File: src/afc_pkg.sv
package afc_pkg;

	// batch capacity and derived counter width
	localparam int BATCH_CAP = 65536;
	localparam int POS_W     = $clog2(BATCH_CAP + 1);
	localparam int IDX_MAX   = 65535;

	// plane register layout
	localparam int PLANE_COUNT = 6;
	localparam int PLANE_W     = 60;
	localparam int CFG_IDX_W   = 3;
	localparam int NRM_W       = 12;
	localparam int DIST_W      = 24;
	localparam int DIST_LSB    = 36;
	localparam int DIST_SHIFT  = 10;

	// box coordinates and dot-product widths
	localparam int COORD_W = 24;
	localparam int PROD_W  = COORD_W + NRM_W;
	localparam int SUM_W   = PROD_W + 2;

	localparam int IDX_W   = 16;
	localparam int TOTAL_W = 17;

	typedef logic [PLANE_W-1:0] plane_t;

	typedef struct packed {
		logic signed [COORD_W-1:0] min_x;
		logic signed [COORD_W-1:0] min_y;
		logic signed [COORD_W-1:0] min_z;
		logic signed [COORD_W-1:0] max_x;
		logic signed [COORD_W-1:0] max_y;
		logic signed [COORD_W-1:0] max_z;
		logic                      batch_last;
	} box_t;

	// what one cell hands to the next
	typedef struct packed {
		logic valid;
		box_t box;
		logic pass;
	} cell_bus_t;

endpackage

File: src/afc_cell.sv
module afc_cell (
	input  logic                clk,
	input  logic                arst_n,
	input  logic                en,
	input  afc_pkg::plane_t     plane,
	input  afc_pkg::cell_bus_t  din,
	output afc_pkg::cell_bus_t  dout
);

	logic signed [afc_pkg::NRM_W-1:0]   nx, ny, nz;
	logic signed [afc_pkg::DIST_W-1:0]  plane_d;
	logic signed [afc_pkg::COORD_W-1:0] vx, vy, vz;

	logic signed [afc_pkg::PROD_W-1:0]  px_s1, py_s1, pz_s1;
	afc_pkg::box_t                      box_s1, box_s2;
	logic                               valid_s1, valid_s2;
	logic                               pass_s1, pass_s2;

	logic signed [afc_pkg::SUM_W-1:0]   sum;

	// unpack plane
	assign nx      = plane[afc_pkg::NRM_W-1:0];
	assign ny      = plane[2*afc_pkg::NRM_W-1:afc_pkg::NRM_W];
	assign nz      = plane[3*afc_pkg::NRM_W-1:2*afc_pkg::NRM_W];
	assign plane_d = plane[afc_pkg::DIST_LSB+afc_pkg::DIST_W-1:afc_pkg::DIST_LSB];

	// positive vertex: max corner where normal is strictly positive
	assign vx = (!nx[afc_pkg::NRM_W-1] && (|nx)) ? din.box.max_x : din.box.min_x;
	assign vy = (!ny[afc_pkg::NRM_W-1] && (|ny)) ? din.box.max_y : din.box.min_y;
	assign vz = (!nz[afc_pkg::NRM_W-1] && (|nz)) ? din.box.max_z : din.box.min_z;

	// stage 1: three products
	always_ff @(posedge clk or negedge arst_n) begin
		if (!arst_n) begin
			valid_s1 <= 1'b0;
		end else if (en) begin
			valid_s1 <= din.valid;
		end
	end

	always_ff @(posedge clk) begin
		if (en) begin
			px_s1  <= vx * nx;
			py_s1  <= vy * ny;
			pz_s1  <= vz * nz;
			box_s1 <= din.box;
			pass_s1 <= din.pass;
		end
	end

	// stage 2: sum with scaled distance, sign decides
	assign sum = {{2{px_s1[afc_pkg::PROD_W-1]}}, px_s1}
		+ {{2{py_s1[afc_pkg::PROD_W-1]}}, py_s1}
		+ {{2{pz_s1[afc_pkg::PROD_W-1]}}, pz_s1}
		+ {{(afc_pkg::SUM_W-afc_pkg::DIST_W-afc_pkg::DIST_SHIFT){plane_d[afc_pkg::DIST_W-1]}},
			plane_d, {afc_pkg::DIST_SHIFT{1'b0}}};

	always_ff @(posedge clk or negedge arst_n) begin
		if (!arst_n) begin
			valid_s2 <= 1'b0;
		end else if (en) begin
			valid_s2 <= valid_s1;
		end
	end

	always_ff @(posedge clk) begin
		if (en) begin
			box_s2  <= box_s1;
			pass_s2 <= pass_s1 && !sum[afc_pkg::SUM_W-1];
		end
	end

	assign dout.valid = valid_s2;
	assign dout.box   = box_s2;
	assign dout.pass  = pass_s2;

endmodule

File: config.mk
export PLATFORM = sky130hd
export DESIGN_NAME = afc_cell
export DESIGN_NICKNAME = d
export VERILOG_FILES = /design/src/afc_pkg.sv /design/src/afc_cell.sv
export SDC_FILE = /design/constraint.sdc
export NUM_CORES = 2
export LEC_CHECK = 0
export ABC_AREA = 1
export BUFFER_PORTS_ARGS = -buffer_cell sky130_fd_sc_hd__clkbuf_2
export CORE_MARGIN = 8
export CORE_UTILIZATION = 57
export CTS_CLUSTER_DIAMETER = 60
export CTS_CLUSTER_SIZE = 28
export DETAILED_ROUTE_END_ITERATION = 10
export GPL_ROUTABILITY_DRIVEN = 0
export GPL_TIMING_DRIVEN = 1
export PLACE_DENSITY_LB_ADDON = 0.12
export REMOVE_ABC_BUFFERS = 1
export SLEW_MARGIN = 15
export SYNTH_ARGS = -nofsm -noshare
export SYNTH_HDL_FRONTEND = slang
export SYNTH_SLANG_ARGS = --single-unit
File: constraint.sdc
create_clock -name clk -period 2.5 [get_ports clk]
set_input_delay 0.5 -clock clk [delete_from_list [all_inputs] [get_ports clk]]
set_output_delay 0.5 -clock clk [all_outputs]
set_load 0.01 [all_outputs]
## After elaboration in Yosys (flattened, before gate mapping)

Index checks and enable logic that the tools add are counted.

| cells by class | value |
|---|---|
| $add $sub $neg | 3 |
| multiply operators | 3 |
| mux-type cells | 3 |
| reductions and logical operators | 11 |

Operator list:

| kind | count |
|---|---|
| $mul 24x12->36 | 3 |
| $mux 24 | 3 |
| $add 37x36->38 | 1 |
| $add 38x38->38 | 1 |
| $add 36x36->37 | 1 |
| $reduce_or 12->1 | 3 |
| $logic_and 1x1->1 | 4 |
| $logic_not 1->1 | 4 |

| storage, ports and cells | value |
|---|---|
| flip-flop bits (word level) | 402 |
| bits of input ports | 210 |
| output and inout port bits | 147 |
| logic and storage cells | 41 |

## Longest topological paths before layout

| depth | value |
|---|---|
| depth after elaboration | 5 |
| depth in mapped cells | 33 |
| gate-level depth less buffers | 30 |

## Least setup slack after synthesis

No wires, ideal clock.

| timing path | value |
|---|---|
| path kind | in2reg |
| start point | input plane[6] |
| end point | register px_s1[35] in the netlist's numbering (data pin) |
| library setup time | 252 ps |
| arrival | 5,581 ps |
| data required time | 2,248 ps |
| path slack | -3,334 ps |
| cell stages on the path | 27 |
| path buffers | 3 |
| cells stage by stage | buf_2 > nor4_1 > nand3_1 > nand2_1 > buf_6 > buf_8 > nand2_1 > nand2_2 > nor2_1 > fa_1 > inv_1 > fa_1 > inv_1 > fa_1 > inv_1 > fa_1 > inv_1 > fa_1 > ha_1 > a21oi_1 > o21bai_1 > a21oi_1 > nand2_1 > a21oi_1 > nand2_1 > nand2_1 > nand2_1 |

| on the way | value |
|---|---|
| word-level cells in the longest chain between the ends | 4 |

RTL lines:

| what | RTL line | source |
|---|---|---|
| start: declaration | afc_cell.sv:5 | `input afc_pkg::plane_t plane,` |
| $reduce_or 12->1 | afc_cell.sv:28 | `assign vx = (!nx[afc_pkg::NRM_W-1] && (\|nx)) ? din.box.max_x : din.box.min_x;` |
| $logic_and 1x1->1 | afc_cell.sv:28 |  |
| $mux 24 | afc_cell.sv:28 |  |
| $mul 24x12->36 * | afc_cell.sv:43 | `px_s1 <= vx * nx;` |
| end signal: assignment | afc_cell.sv:43 |  |
| end: declaration | afc_cell.sv:14 | `logic signed [afc_pkg::PROD_W-1:0] px_s1, py_s1, pz_s1;` |

Mark *: on every way between the ends. The rest lies on a longest branch, timed or not.
A chain may end at the register's enable or synchronous reset.

## Final worst setup path

| timing path | value |
|---|---|
| start point | input plane[21] |
| end point | register py_s1[23] in the netlist's numbering (data pin) |

| on the way | value |
|---|---|
| word-level cells in the longest chain between the ends | 4 |

RTL lines:

| what | RTL line | source |
|---|---|---|
| $reduce_or 12->1 | afc_cell.sv:29 | `assign vy = (!ny[afc_pkg::NRM_W-1] && (\|ny)) ? din.box.max_y : din.box.min_y;` |
| $logic_and 1x1->1 | afc_cell.sv:29 |  |
| $mux 24 | afc_cell.sv:29 |  |
| $mul 24x12->36 * | afc_cell.sv:44 | `py_s1 <= vy * ny;` |
| end signal: assignment | afc_cell.sv:44 |  |
| end: declaration | afc_cell.sv:14 |  |

Marked as above.

==> flow_metrics.env <==
export IMPL_worstHoldEndpoint="pass_s1$_DFFE_PP_"
export IMPL_num_vias=38460
export IMPL_synth_seq_cells=402
export IMPL_holdWs_ns=0.04670
export IMPL_worst_hold_path_num_cells=1
export IMPL_placedCellCount=6812
export IMPL_fin_crit_ns=5.643
export IMPL_die_h_um=301.7
export IMPL_synth_cell_types=39
export IMPL_fmax_ghz=0.1772
export IMPL_drc=0
export IMPL_die_area_mm2=0.09101
export IMPL_r2r_start="px_s1[35]$_DFFE_PP_"
export IMPL_required_ns=2.87
export IMPL_worstPathMaxFanout=7
export IMPL_finalSetupViolCount=102
export IMPL_fin_nets=7287
export IMPL_setup_ws_ns=-3.143
export IMPL_vias_per_cell=5.442
export IMPL_initial_core_util_pct=57.66
export IMPL_syn2layout_area_growth_pct=36.97
export IMPL_grt_pass1_wl_um=216600
export IMPL_place_hpwl_um=103600
export IMPL_routed_wl_um=142500
export IMPL_synth_edff_count=400
export IMPL_grt_max_degree=73
export IMPL_cts_num_sinks=402
export IMPL_cts_root_buf="clkbuf_16"
export IMPL_num_rows=104
export IMPL_max_slew_margin_pct=64.32
export IMPL_min_from="din[0]"
export IMPL_finalHoldViolCount=0
export IMPL_synth_top_cell_by_area="fa_1"
export IMPL_setup_tns_ns=-258.88
export IMPL_rr_endpoint="pass_s2$_DFFE_PP_"
export IMPL_violations="negative setup slack"
export IMPL_synth_area_mm2=0.04652
export IMPL_outcome="complete, but fails checks"
export IMPL_cts_path_max_buffers=3
export IMPL_ys_seq_area_share_pct=25.93
export IMPL_cts_buffers=45
export IMPL_finalMaxSlewViolations=0
export IMPL_cap_violations=0
export IMPL_antenna_found_initial=1
export IMPL_synth_async_reset_ratio_pct=0.4975
export IMPL_clock_skew_ns=0.02269
export IMPL_core_mm2=0.08068
export IMPL_gr_usage_all_layers_pct=30.23
export IMPL_clk_latency_ns=0.62
export IMPL_die_w_um=301.7
export IMPL_arrival_ns=6.01
export IMPL_worst_pin_slew_ns=0.5347
export IMPL_worst_r2r_setup_slack_ns=-0.95
export IMPL_startpoint_type="primary input"
export IMPL_endpoint_kind="flop"
export IMPL_synthCells=4826
export IMPL_clk_pin_slew_ns=0.07
export IMPL_cts_tree="built"
export IMPL_io_pins=357
export IMPL_grt_pass1_vias=41150
export IMPL_wl_per_cell_um=20.16
export IMPL_yosysWarningCount=0
export IMPL_grt_ovfl_total=0
export IMPL_drt_pass1_iter_count=8
export IMPL_drive_gt1_share_pct=39.84
export IMPL_fin_cells=7068
export IMPL_hp_class="primary input to flop"
export IMPL_rsz0062_at_grt="yes"
export IMPL_r2r_cells=14
export IMPL_drt_iter0_markers=3198
export IMPL_final_period_utilization_pct=225.7
export IMPL_synthTopCellsByArea="fa_1, edfxtp_1, inv_1, ha_1, nand2_1"
export IMPL_synthFlopType="edfxtp_1"
export IMPL_postRouteAntennaNets=0
export IMPL_place_ws_ns=-4.149
export IMPL_synth_top_area_share_pct=36.02
export IMPL_crit_type="primary input to flop"
export IMPL_portBuffers=356
export IMPL_avgSynthCellArea_um2=9.639
export IMPL_htreeDepth=2
## critical path, cell delays in order
cell,delay [ns]
buf_8,0.10
nor4_4,0.30
nand3_2,0.19
nand2_8,0.16
buf_6,0.15
buf_12,0.14
nand2_4,0.05
o21ai_4,0.09
buf_6,0.14
nor2_4,0.03
fa_1,0.53
fa_1,0.55
fa_1,0.45
fa_1,0.55
inv_2,0.05
fa_2,0.58
inv_2,0.07
ha_4,0.32
nand2_4,0.08
nor2_4,0.12
inv_2,0.07
nor3_4,0.26
nand2_2,0.12
a21oi_2,0.20
nor2_1,0.08
nand2_1,0.07
nand2_1,0.06
## cell type report
type	count	area, um^2
antenna	1	2.502
clock buffer	46	1130
clock inverter	35	545.5
fill	4916	16960
inverter	1204	4568
multi-input combinational	3110	34690
sequential	402	12060
tap	1060	1326
timing repair buffer	1210	9394
## registers in the layout, indices dropped and copies added, names as in the netlist
signal	count
box_s1	145
dout	145
pass_s1	1
pass_s2	1
px_s1	36
py_s1	36
pz_s1	36
valid_s1	1
valid_s2	1
## Yosys cell counts (12+ instances only)
library cell	count
a21o_1	18
a21oi_1	122
buf_2	29
clkbuf_1	64
edfxtp_1	400
fa_1	837
ha_1	267
inv_1	1174
inv_2	25
nand2_1	755
nand2_2	22
nand2_4	13
nand3_1	253
nand4_1	24
nor2_1	512
nor3_1	28
nor4_1	12
o21ai_0	50
o21ai_2	42
o21bai_1	18
or2_2	27
xnor2_1	18
xor2_1	65
## metrics by stage
step | cell area, um^2 | util, %
finish | 63720 | 78.98
global route | 63720 | 78.98
CTS | 61240 | 75.90
detailed placement | 54470 | 67.52
global placement | 54470 | 67.52
floorplan | 45920 | -
## kinds of logic after synthesis
| logic type | share of synthesized area, % |
|---|---|
| AO/OA/AOI/OAI | 3.488 |
| AND/OR/NAND/NOR | 14.83 |
| flip-flops | 25.93 |
| buffers and inverters | 11.00 |
| adder cells (fa/ha/maj) | 43.20 |
| XOR/XNOR | 1.563 |
## layer usage
layer	wire, um	global-route usage (%)	vias to the layer above
met3	12990	6.030	475
met1	50720	37.99	19250
met5	0	0	-
met2	71910	51.66	1828
met4	6897	11.51	0
li1	-	-	16910
## worst max path at each step
| stage | to | startpoint | slack, ns |
|---|---|---|---|
| floorplan | px_s1[35]$_DFFE_PP_ | plane[11] | -4.43 |
| global placement | pz_s1[34]$_DFFE_PP_ | plane[25] | -4.06 |
| finish | py_s1[23]$_DFFE_PP_ | plane[21] | -3.14 |
| global route | py_s1[23]$_DFFE_PP_ | plane[21] | -3.29 |
| CTS | py_s1[31]$_DFFE_PP_ | plane[21] | -2.93 |
| detailed placement | pz_s1[34]$_DFFE_PP_ | plane[25] | -4.15 |
## cell usage in the layout (no fill, tap or decap), types with 18 or more instances in the layout
| cell | n |
|---|---|
| nand2_2 | 157 |
| fa_1 | 762 |
| xor2_1 | 46 |
| buf_6 | 121 |
| nor2_4 | 82 |
| nand3_2 | 49 |
| nor2_2 | 93 |
| or2_4 | 24 |
| clkbuf_16 | 46 |
| ha_1 | 168 |
| a21oi_2 | 52 |
| nand3_1 | 190 |
| nand2_4 | 89 |
| nor2_1 | 337 |
| xor2_2 | 19 |
| inv_2 | 157 |
| o21ai_2 | 39 |
| ha_4 | 91 |
| a21oi_4 | 33 |
| a21oi_1 | 37 |
| inv_1 | 1025 |
| buf_4 | 686 |
| o21ai_4 | 34 |
| edfxtp_1 | 400 |
| nand4_1 | 24 |
| buf_12 | 38 |
| clkbuf_2 | 346 |
| nand2_1 | 535 |
| xnor2_1 | 18 |
| fa_2 | 75 |
## what timing repair did
action	CTS	global route
pin swaps	272	352
endpoints found under the setup margin	102	103
hold buffers	1	0
gates cloned	12	1
setup buffers	106	63
resized for setup	949	570
hold endpoints to repair	2	0
Power is not shown: default switching activity piles up to over one toggle a cycle in this logic, so the estimate is an artifact.
