--- config.mk ---
export PLATFORM = sky130hd
export DESIGN_NAME = afc_count_flat
export DESIGN_NICKNAME = d
export VERILOG_FILES = /design/src/afc_pkg.sv /design/src/afc_ifs.sv /design/src/afc_count.sv /design/src/flat_wrapper.sv
export SDC_FILE = /design/constraint.sdc
export NUM_CORES = 1
export LEC_CHECK = 0
export BUFFER_PORTS_ARGS = -buffer_cell sky130_fd_sc_hd__buf_2
export CAP_MARGIN = 20
export CORE_MARGIN = 4
export CORE_UTILIZATION = 40
export CTS_CLUSTER_SIZE = 25
export DETAILED_ROUTE_END_ITERATION = 10
export PLACE_DENSITY = 0.78
export SYNTH_ARGS = -nofsm -noshare
export SYNTH_HDL_FRONTEND = slang
export SYNTH_SLANG_ARGS = --single-unit
--- constraint.sdc ---
create_clock -name clk -period 2.7 [get_ports clk]
set_input_delay 0.27 -clock clk [delete_from_list [all_inputs] [get_ports clk]]
set_output_delay 0.27 -clock clk [all_outputs]
set_load 0.05 [all_outputs]
--- src/afc_pkg.sv ---
package afc_pkg;

	// batch capacity and derived counter width
	localparam int BATCH_CAP = 65536;
	localparam int POS_W     = $clog2(BATCH_CAP + 1);
	localparam int IDX_MAX   = 65535;

	// plane register layout
	localparam int PLANE_COUNT = 6;
	localparam int PLANE_W     = 60;
	localparam int CFG_IDX_W   = 3;
	localparam int NRM_W       = 12;
	localparam int DIST_W      = 24;
	localparam int DIST_LSB    = 36;
	localparam int DIST_SHIFT  = 10;

	// box coordinates and dot-product widths
	localparam int COORD_W = 24;
	localparam int PROD_W  = COORD_W + NRM_W;
	localparam int SUM_W   = PROD_W + 2;

	localparam int IDX_W   = 16;
	localparam int TOTAL_W = 17;

	typedef logic [PLANE_W-1:0] plane_t;

	typedef struct packed {
		logic signed [COORD_W-1:0] min_x;
		logic signed [COORD_W-1:0] min_y;
		logic signed [COORD_W-1:0] min_z;
		logic signed [COORD_W-1:0] max_x;
		logic signed [COORD_W-1:0] max_y;
		logic signed [COORD_W-1:0] max_z;
		logic                      batch_last;
	} box_t;

	// what one cell hands to the next
	typedef struct packed {
		logic valid;
		box_t box;
		logic pass;
	} cell_bus_t;

endpackage

--- src/afc_ifs.sv ---


interface afc_res_if;
	logic                          valid;
	logic                          ready;
	logic [afc_pkg::IDX_W-1:0]     instance_index;
	logic                          visible;
	logic                          batch_end;
	logic [afc_pkg::TOTAL_W-1:0]   visible_total;

	modport source (output valid, instance_index, visible, batch_end, visible_total,
		input ready);
	modport sink (input valid, instance_index, visible, batch_end, visible_total,
		output ready);
endinterface

--- src/afc_count.sv ---
module afc_count (
	input  logic               clk,
	input  logic               arst_n,
	input  afc_pkg::cell_bus_t din,
	output logic               adv,
	afc_res_if.source          res
);

	logic [afc_pkg::POS_W-1:0] pos_q;
	logic [afc_pkg::POS_W-1:0] vis_cnt_q;
	logic [afc_pkg::POS_W-1:0] vis_cnt_next;
	logic                      in_range;
	logic                      vis;
	logic                      fire;
	logic [afc_pkg::IDX_W-1:0] idx;

	logic                        out_valid_q;
	logic [afc_pkg::IDX_W-1:0]   index_q;
	logic                        visible_q;
	logic                        batch_end_q;
	logic [afc_pkg::TOTAL_W-1:0] total_q;

	// whole chain moves when the output register is free or drained
	assign adv = !out_valid_q || res.ready;

	// capacity check and result decision
	assign in_range     = 32'(pos_q) < 32'(afc_pkg::BATCH_CAP);
	assign vis          = in_range && din.pass;
	assign vis_cnt_next = vis_cnt_q + afc_pkg::POS_W'(vis);
	assign fire         = din.valid && (vis || din.box.batch_last);
	assign idx          = (32'(pos_q) > 32'(afc_pkg::IDX_MAX)) ?
		afc_pkg::IDX_W'(afc_pkg::IDX_MAX) : afc_pkg::IDX_W'(pos_q);

	// batch counters
	always_ff @(posedge clk or negedge arst_n) begin
		if (!arst_n) begin
			pos_q     <= '0;
			vis_cnt_q <= '0;
		end else if (adv && din.valid) begin
			if (din.box.batch_last) begin
				pos_q     <= '0;
				vis_cnt_q <= '0;
			end else begin
				vis_cnt_q <= vis_cnt_next;
				if (in_range) begin
					pos_q <= pos_q + 1'b1;
				end
			end
		end
	end

	// output register
	always_ff @(posedge clk or negedge arst_n) begin
		if (!arst_n) begin
			out_valid_q <= 1'b0;
		end else if (adv) begin
			out_valid_q <= fire;
		end
	end

	always_ff @(posedge clk) begin
		if (adv && fire) begin
			index_q     <= idx;
			visible_q   <= vis;
			batch_end_q <= din.box.batch_last;
			total_q     <= afc_pkg::TOTAL_W'(vis_cnt_next);
		end
	end

	assign res.valid          = out_valid_q;
	assign res.instance_index = index_q;
	assign res.visible        = visible_q;
	assign res.batch_end      = batch_end_q;
	assign res.visible_total  = total_q;

endmodule
--- src/flat_wrapper.sv ---
// flat-port wrapper written by rule: the top's interface ports become plain ports
module afc_count_flat 
  (clk, arst_n, din, adv, res_valid, res_instance_index, res_visible, res_batch_end, res_visible_total, res_ready);
  afc_res_if res_i ();
  input  logic clk;
  input  logic arst_n;
  input  afc_pkg::cell_bus_t din;
  output logic adv;
  output wire logic [$bits(res_i.valid)-1:0] res_valid;
  output wire logic [$bits(res_i.instance_index)-1:0] res_instance_index;
  output wire logic [$bits(res_i.visible)-1:0] res_visible;
  output wire logic [$bits(res_i.batch_end)-1:0] res_batch_end;
  output wire logic [$bits(res_i.visible_total)-1:0] res_visible_total;
  input wire logic [$bits(res_i.ready)-1:0] res_ready;
  assign res_valid = res_i.valid;
  assign res_instance_index = res_i.instance_index;
  assign res_visible = res_i.visible;
  assign res_batch_end = res_i.batch_end;
  assign res_visible_total = res_i.visible_total;
  assign res_i.ready = res_ready;
  afc_count u_core (.clk(clk), .arst_n(arst_n), .din(din), .adv(adv), .res(res_i));
endmodule
### After elaboration in Yosys (flattened, before gate mapping)

Cells that the tools add are included.

* $add $sub $neg: 2
* order comparisons: 2
* mux-type cells: 3
* reductions and logical operators: 9

Operators with widths (count)
* 2-to-1 mux 17 bit: 3
* adder 17 x 1 -> 17 bit: 1
* adder 17 x 1 -> 17 bit, second input constant: 1
* > comparator 17 x 16 -> 1 bit, second input constant: 1
* < comparator 17 bit, second input constant: 1
* logical AND 1 bit: 4
* logical OR 1 bit: 2
* AND reduction 2 bit: 1
* nonzero test 2 bit: 1
* logical NOT 1 bit: 1

* flip-flop bits (word level): 70
* word-level logic and storage cells: 23

### Logic depth before layout (Yosys ltp)

* depth after elaboration: 5
* gate-level depth with buffers: 9
* gate-level depth less buffers: 7

### Worst setup path after synthesis

OpenSTA, ideal clock, no wires.

* kind: reg-to-reg
* start point: register u_core.out_valid_q, in the netlist u_core.res.valid
* end point: register u_core.batch_end_q, in the netlist u_core.res.batch_end (enable)
* setup time: 0.427 ns
* arrival: 3.092 ns
* data required time: 2.273 ns
* slack: -0.819 ns
* stages on the path, launching flop included: 6
* path buffers: 1
* path through: dfrtp_1 and2b_1 clkinv_1 nand2_1 clkbuf_1 nor2_1

* cells in the longest elaborated chain, start to end: 3

RTL lines
* start: declaration: RTL line afc_count.sv:17 `logic out_valid_q;`
* start signal: assignment: RTL line afc_count.sv:57 `out_valid_q <= fire;`
* logical NOT 1 bit: RTL line afc_count.sv:24 `assign adv = !out_valid_q || res.ready;`
* logical OR 1 bit: RTL line afc_count.sv:24
* via adv: RTL line flat_wrapper.sv:8 `output logic adv;`
* logical AND 1 bit: RTL line afc_count.sv:62 `if (adv && fire) begin`
* end signal: assignment: RTL line afc_count.sv:65 `batch_end_q <= din.box.batch_last;`
* end: declaration: RTL line afc_count.sv:20 `logic batch_end_q;`

The timed path passes the listed nets, and every way through them passes these cells.
A chain may end at the register's enable or synchronous reset.

### Final worst setup path

* start point: register u_core.pos_q[16] (netlist name)
* end point: register u_core.vis_cnt_q[12] (netlist name)

* cells in the longest elaborated chain, start to end: 4

RTL lines
* start: declaration: RTL line afc_count.sv:9 `logic [afc_pkg::POS_W-1:0] pos_q;`
* start signal: assignment: RTL line afc_count.sv:46 `pos_q <= pos_q + 1'b1;`
* < comparator 17 bit: RTL line afc_count.sv:27 `assign in_range = 32'(pos_q) < 32'(afc_pkg::BATCH_CAP);`
* logical AND 1 bit: RTL line afc_count.sv:28 `assign vis = in_range && din.pass;`
* via u_core.vis: RTL line afc_count.sv:13 `logic vis;`
* adder 17 x 1 -> 17 bit: RTL line afc_count.sv:29 `assign vis_cnt_next = vis_cnt_q + afc_pkg::POS_W'(vis);`
* 2-to-1 mux 17 bit: RTL line afc_count.sv:40 `if (din.box.batch_last) begin`
* end signal: assignment: RTL line afc_count.sv:44 `vis_cnt_q <= vis_cnt_next;`
* end: declaration: RTL line afc_count.sv:10 `logic [afc_pkg::POS_W-1:0] vis_cnt_q;`

The timed path passes the listed nets, and every way through them passes these cells.

==> metrics.md <==
| Metric | Value |
|---|---|
| Worst path required time | `2920 ps` |
| I/O Buffers | `42` |
| Die height | `a little under 100 um` |
| Post-CTS sizing | `0` |
| Area contributors post-synth | `edfxtp_1, dfrtp_1, nand2b_1` |
| Final Total Pwr | `0.00277 W` |
| Total gr overflow | `0` |
| MaxCap Viol Count | `0` |
| Via count | `2391` |
| Placer congestion estimate | `0.774` |
| Most used cell, CP | `ha_1` |
| Final WS setup | `644 ps` |
| Slowest library cell on the worst path | `or4_1` |
| N_diodes | `0` |
| Worst VDD drop | `283 uV` |
| Pwr/cell area | `728 nW/um^2` |
| Status | `finished, final reports clean` |
| Die area | `9680 sq um` |
| Initial antenna violation count | `0` |
| Yosys warns | `0` |
| Crit path max fanout | `8` |
| Final ANT Viol Nets | `0` |
| #FFs+latches synth | `70` |
| CP Capture Type | `flip-flop` |
| Main synth FF type | `edfxtp_1` |
| Inserted Clock Buffers | `9` |
| Core Area | `7850 sq um` |
| Synth Area in Simple Gates | `18.1%` |
| Async SR Flop Fraction | `50.0%` |
| Area of the multi-input gates | `1250 sq um` |
| Setup violators final | `0` |
| Post-Synth XOR/XNOR Area | `under 10%` |
| Worst-skew pair later-pin latency | `340 ps` |
| Commonest non-fill, non-tap cell in the layout | `buf_2` |
| Share of post-route cells with drive strength above 1 | `roughly a fifth` |
| Sink Count | `70` |
| EDFF count, synth | `35` |
| Post-synth top area share | `32.2%` |
| CP Cell Sequence | `nor2b_1 -> ha_1 -> ha_1 -> nand3_1 -> or4_1 -> o311ai_0` |
| Drt first pass iters | `5` |
| Post-Syn Area | `~3300 sq um` |
| Worst Max-Slew Pin Slew | `812 ps` |
| Vias in the first global route | `2276` |
| Initial DRC Count | `260` |
| Period utilisation layout | `76.1%` |
| Syn Nets | `between 400 and 500` |
| Kind of critical path | `flip-flop to flip-flop` |
| Via density | `5.47` |
| Seq. cell area | `1930 sq um` |
| H-tree depth | `3` |
| Hold Violations, Final | `0` |
| Post-Route WL | `6620 um` |
| Lkg Pwr | `1.53 nW` |
| IO Pins | `roughly 190` |
| Row Count | `32` |
| CTS root buffer | `clkbuf_8` |
| CTS tree | `yes` |
| First-pass GRT wire length | `about 11000 um` |
| Yosys cell types | `39` |
| Max stage delay on crit path | `510 ps` |
| Chip width | `a little under 100 um` |
| Post-DP HPWL | `4350 um` |
| Crit start category | `flip-flop` |
| Most frequent cells in the layout | `buf_2, dfrtp_1, edfxtp_1` |
| Synth area leader | `edfxtp_1` |
| Average wire per standard cell | `15.1 um` |
| Slew Limit Fails | `0` |
| Slew margin rel. | `around 46%` |
| Compound-cell area share of the yosys netlist | `13.2%` |
| DRC violation count after routing | `0` |
| Sequential fraction of the synthesis area | `59.0%` |
| Placement Setup Slack | `639 ps` |
| Final worst path period need | `2060 ps` |
| Total Neg Setup Slack | `0 ps` |
| Final hold slack | `approximately 12 ps` |
| Worst-case clock buffer depth | `2` |
| Largest family of logic cells by synthesized area | `simple AND/OR/NAND/NOR gates` |
| Area delta synth->final | `16.2%` |
| Critical path arrival | `2270 ps` |
| Initial Utilization | `41.6%` |
| Synth Area per Inst | `11.3 sq um` |
| Clock slew at reported path FFs | `70 ps` |
| Largest net degree at the start of global routing | `36` |
| # nets final | `485` |
| RSZ-0062 raised after global routing | `no` |
| Buf+Inv Stages, Crit Path | `0` |
| Clock Skews | `~6.1 ps` |
| Cells after Synth | `roughly 290` |
| Adder-cell share of the synthesized area | `between 1.5 and 2%` |
| Post-CTS Setup Repair Bufs | `0` |
| Finished Core Util | `48.4%` |
| Number of hold buffers added after CTS | `0` |
| Max Clock Freq | `between 0.4 and 0.5 GHz` |
| Delay-heaviest family, CP | `simple AND/OR/NAND/NOR gates` |
| Total global-route track usage | `14.2%` |
| Fillers | `744` |
| Tightest Hold Check Type | `input port to asynchronous set/reset pin` |
| Multiplexer share of the synthesized area | `0.919%` |
==> logic make-up (layout without fill, tap and decap cells) <==
| group | after synthesis | after routing |
|---|---|---|
| adders and majority gates | 5 | 5 |
| DFF | 70 | 70 |
| xor gates and xnor gates | 15 | 15 |
| muxes | 3 | 3 |
| and+or+nand+nor | 105 | 105 |
| buffers and inverters | 23 | 70 |
| AOI/OAI and AO/OA | 67 | 67 |
==> stage by stage <==
| stage | area (sq um) | instances |
|---|---|---|
| floorplan | 3280 | 288 |
| global placement | 3600 | 421 |
| detailed placement | 3600 | 421 |
| CTS | 3800 | 437 |
| global route | 3800 | 437 |
| finish | 3800 | 437 |
==> sequential cells by signal (all words and copies together), names as in the netlist <==
register,cells
u_core.res.batch_end,1
u_core.res.instance_index,16
u_core.res.visible,1
u_core.pos_q,17
u_core.res.valid,1
u_core.vis_cnt_q,17
u_core.res.visible_total,17
==> where the power goes <==
part | switching [W] | internal (W)
combinational | 0.000417 | 0.000152
sequential | 0.0000838 | 0.00127
clock | 0.000372 | 0.000476
total | 0.000873 | 0.00189
==> Yosys cell counts, types with 2 or more instances <==
master    count
xnor2_1      14
nand3_1      10
a21oi_1      12
and3_1        7
and2_1        3
or4_1         7
dfrtp_1      35
a22o_1        3
clkbuf_1     10
nand2_1      22
and4_1        4
nand4_1       8
nor3_1        4
o311ai_0      3
nand2b_1     21
mux2i_1       3
inv_1         5
or3_1         5
buf_2         5
ha_1          5
edfxtp_1     35
nor2_1        7
a31oi_1       2
a41oi_1       7
o31ai_1      15
o21ai_0      23
==> path summary, 6_finish.rpt <==
| check | start | to | slack [ps] | depth (start not counted) |
|---|---|---|---|---|
| max in group asynchronous | arst_n | u_core.pos_q[6] | 2170 | 1 |
| worst max register to register | u_core.pos_q[16] | u_core.vis_cnt_q[12] | 640 | 6 |
| worst max-delay path | u_core.pos_q[16] | u_core.vis_cnt_q[12] | 640 | 6 |
| worst min-delay path | arst_n | u_core.vis_cnt_q[3] | 10 | 1 |
| min in group clk | din[146] | u_core.pos_q[1] | 370 | 3 |
| worst min register to register | u_core.vis_cnt_q[16] | u_core.vis_cnt_q[16] | 530 | 1 |
==> routing by layer <==
layer / routed length, um / track usage [%] / vias to the layer above
met1: 3140 / 20.2 / 1120
li1: - / - / 1162
met4: 172 / 7.04 / 0
met5: 0 / 0 / -
met3: 481 / 4.64 / 17
met2: 2820 / 19.6 / 92
==> cell type report <==
class                   count  area share, %
flip-flops and latches     70           50.7
multi-input cells         195           33.0
repair buffers             48           7.05
clock buffers              13           4.18
well taps                 102           3.36
clock inverters             3           1.12
inverters                   6          0.593
Note: power is estimated with default switching activity, not from simulation.
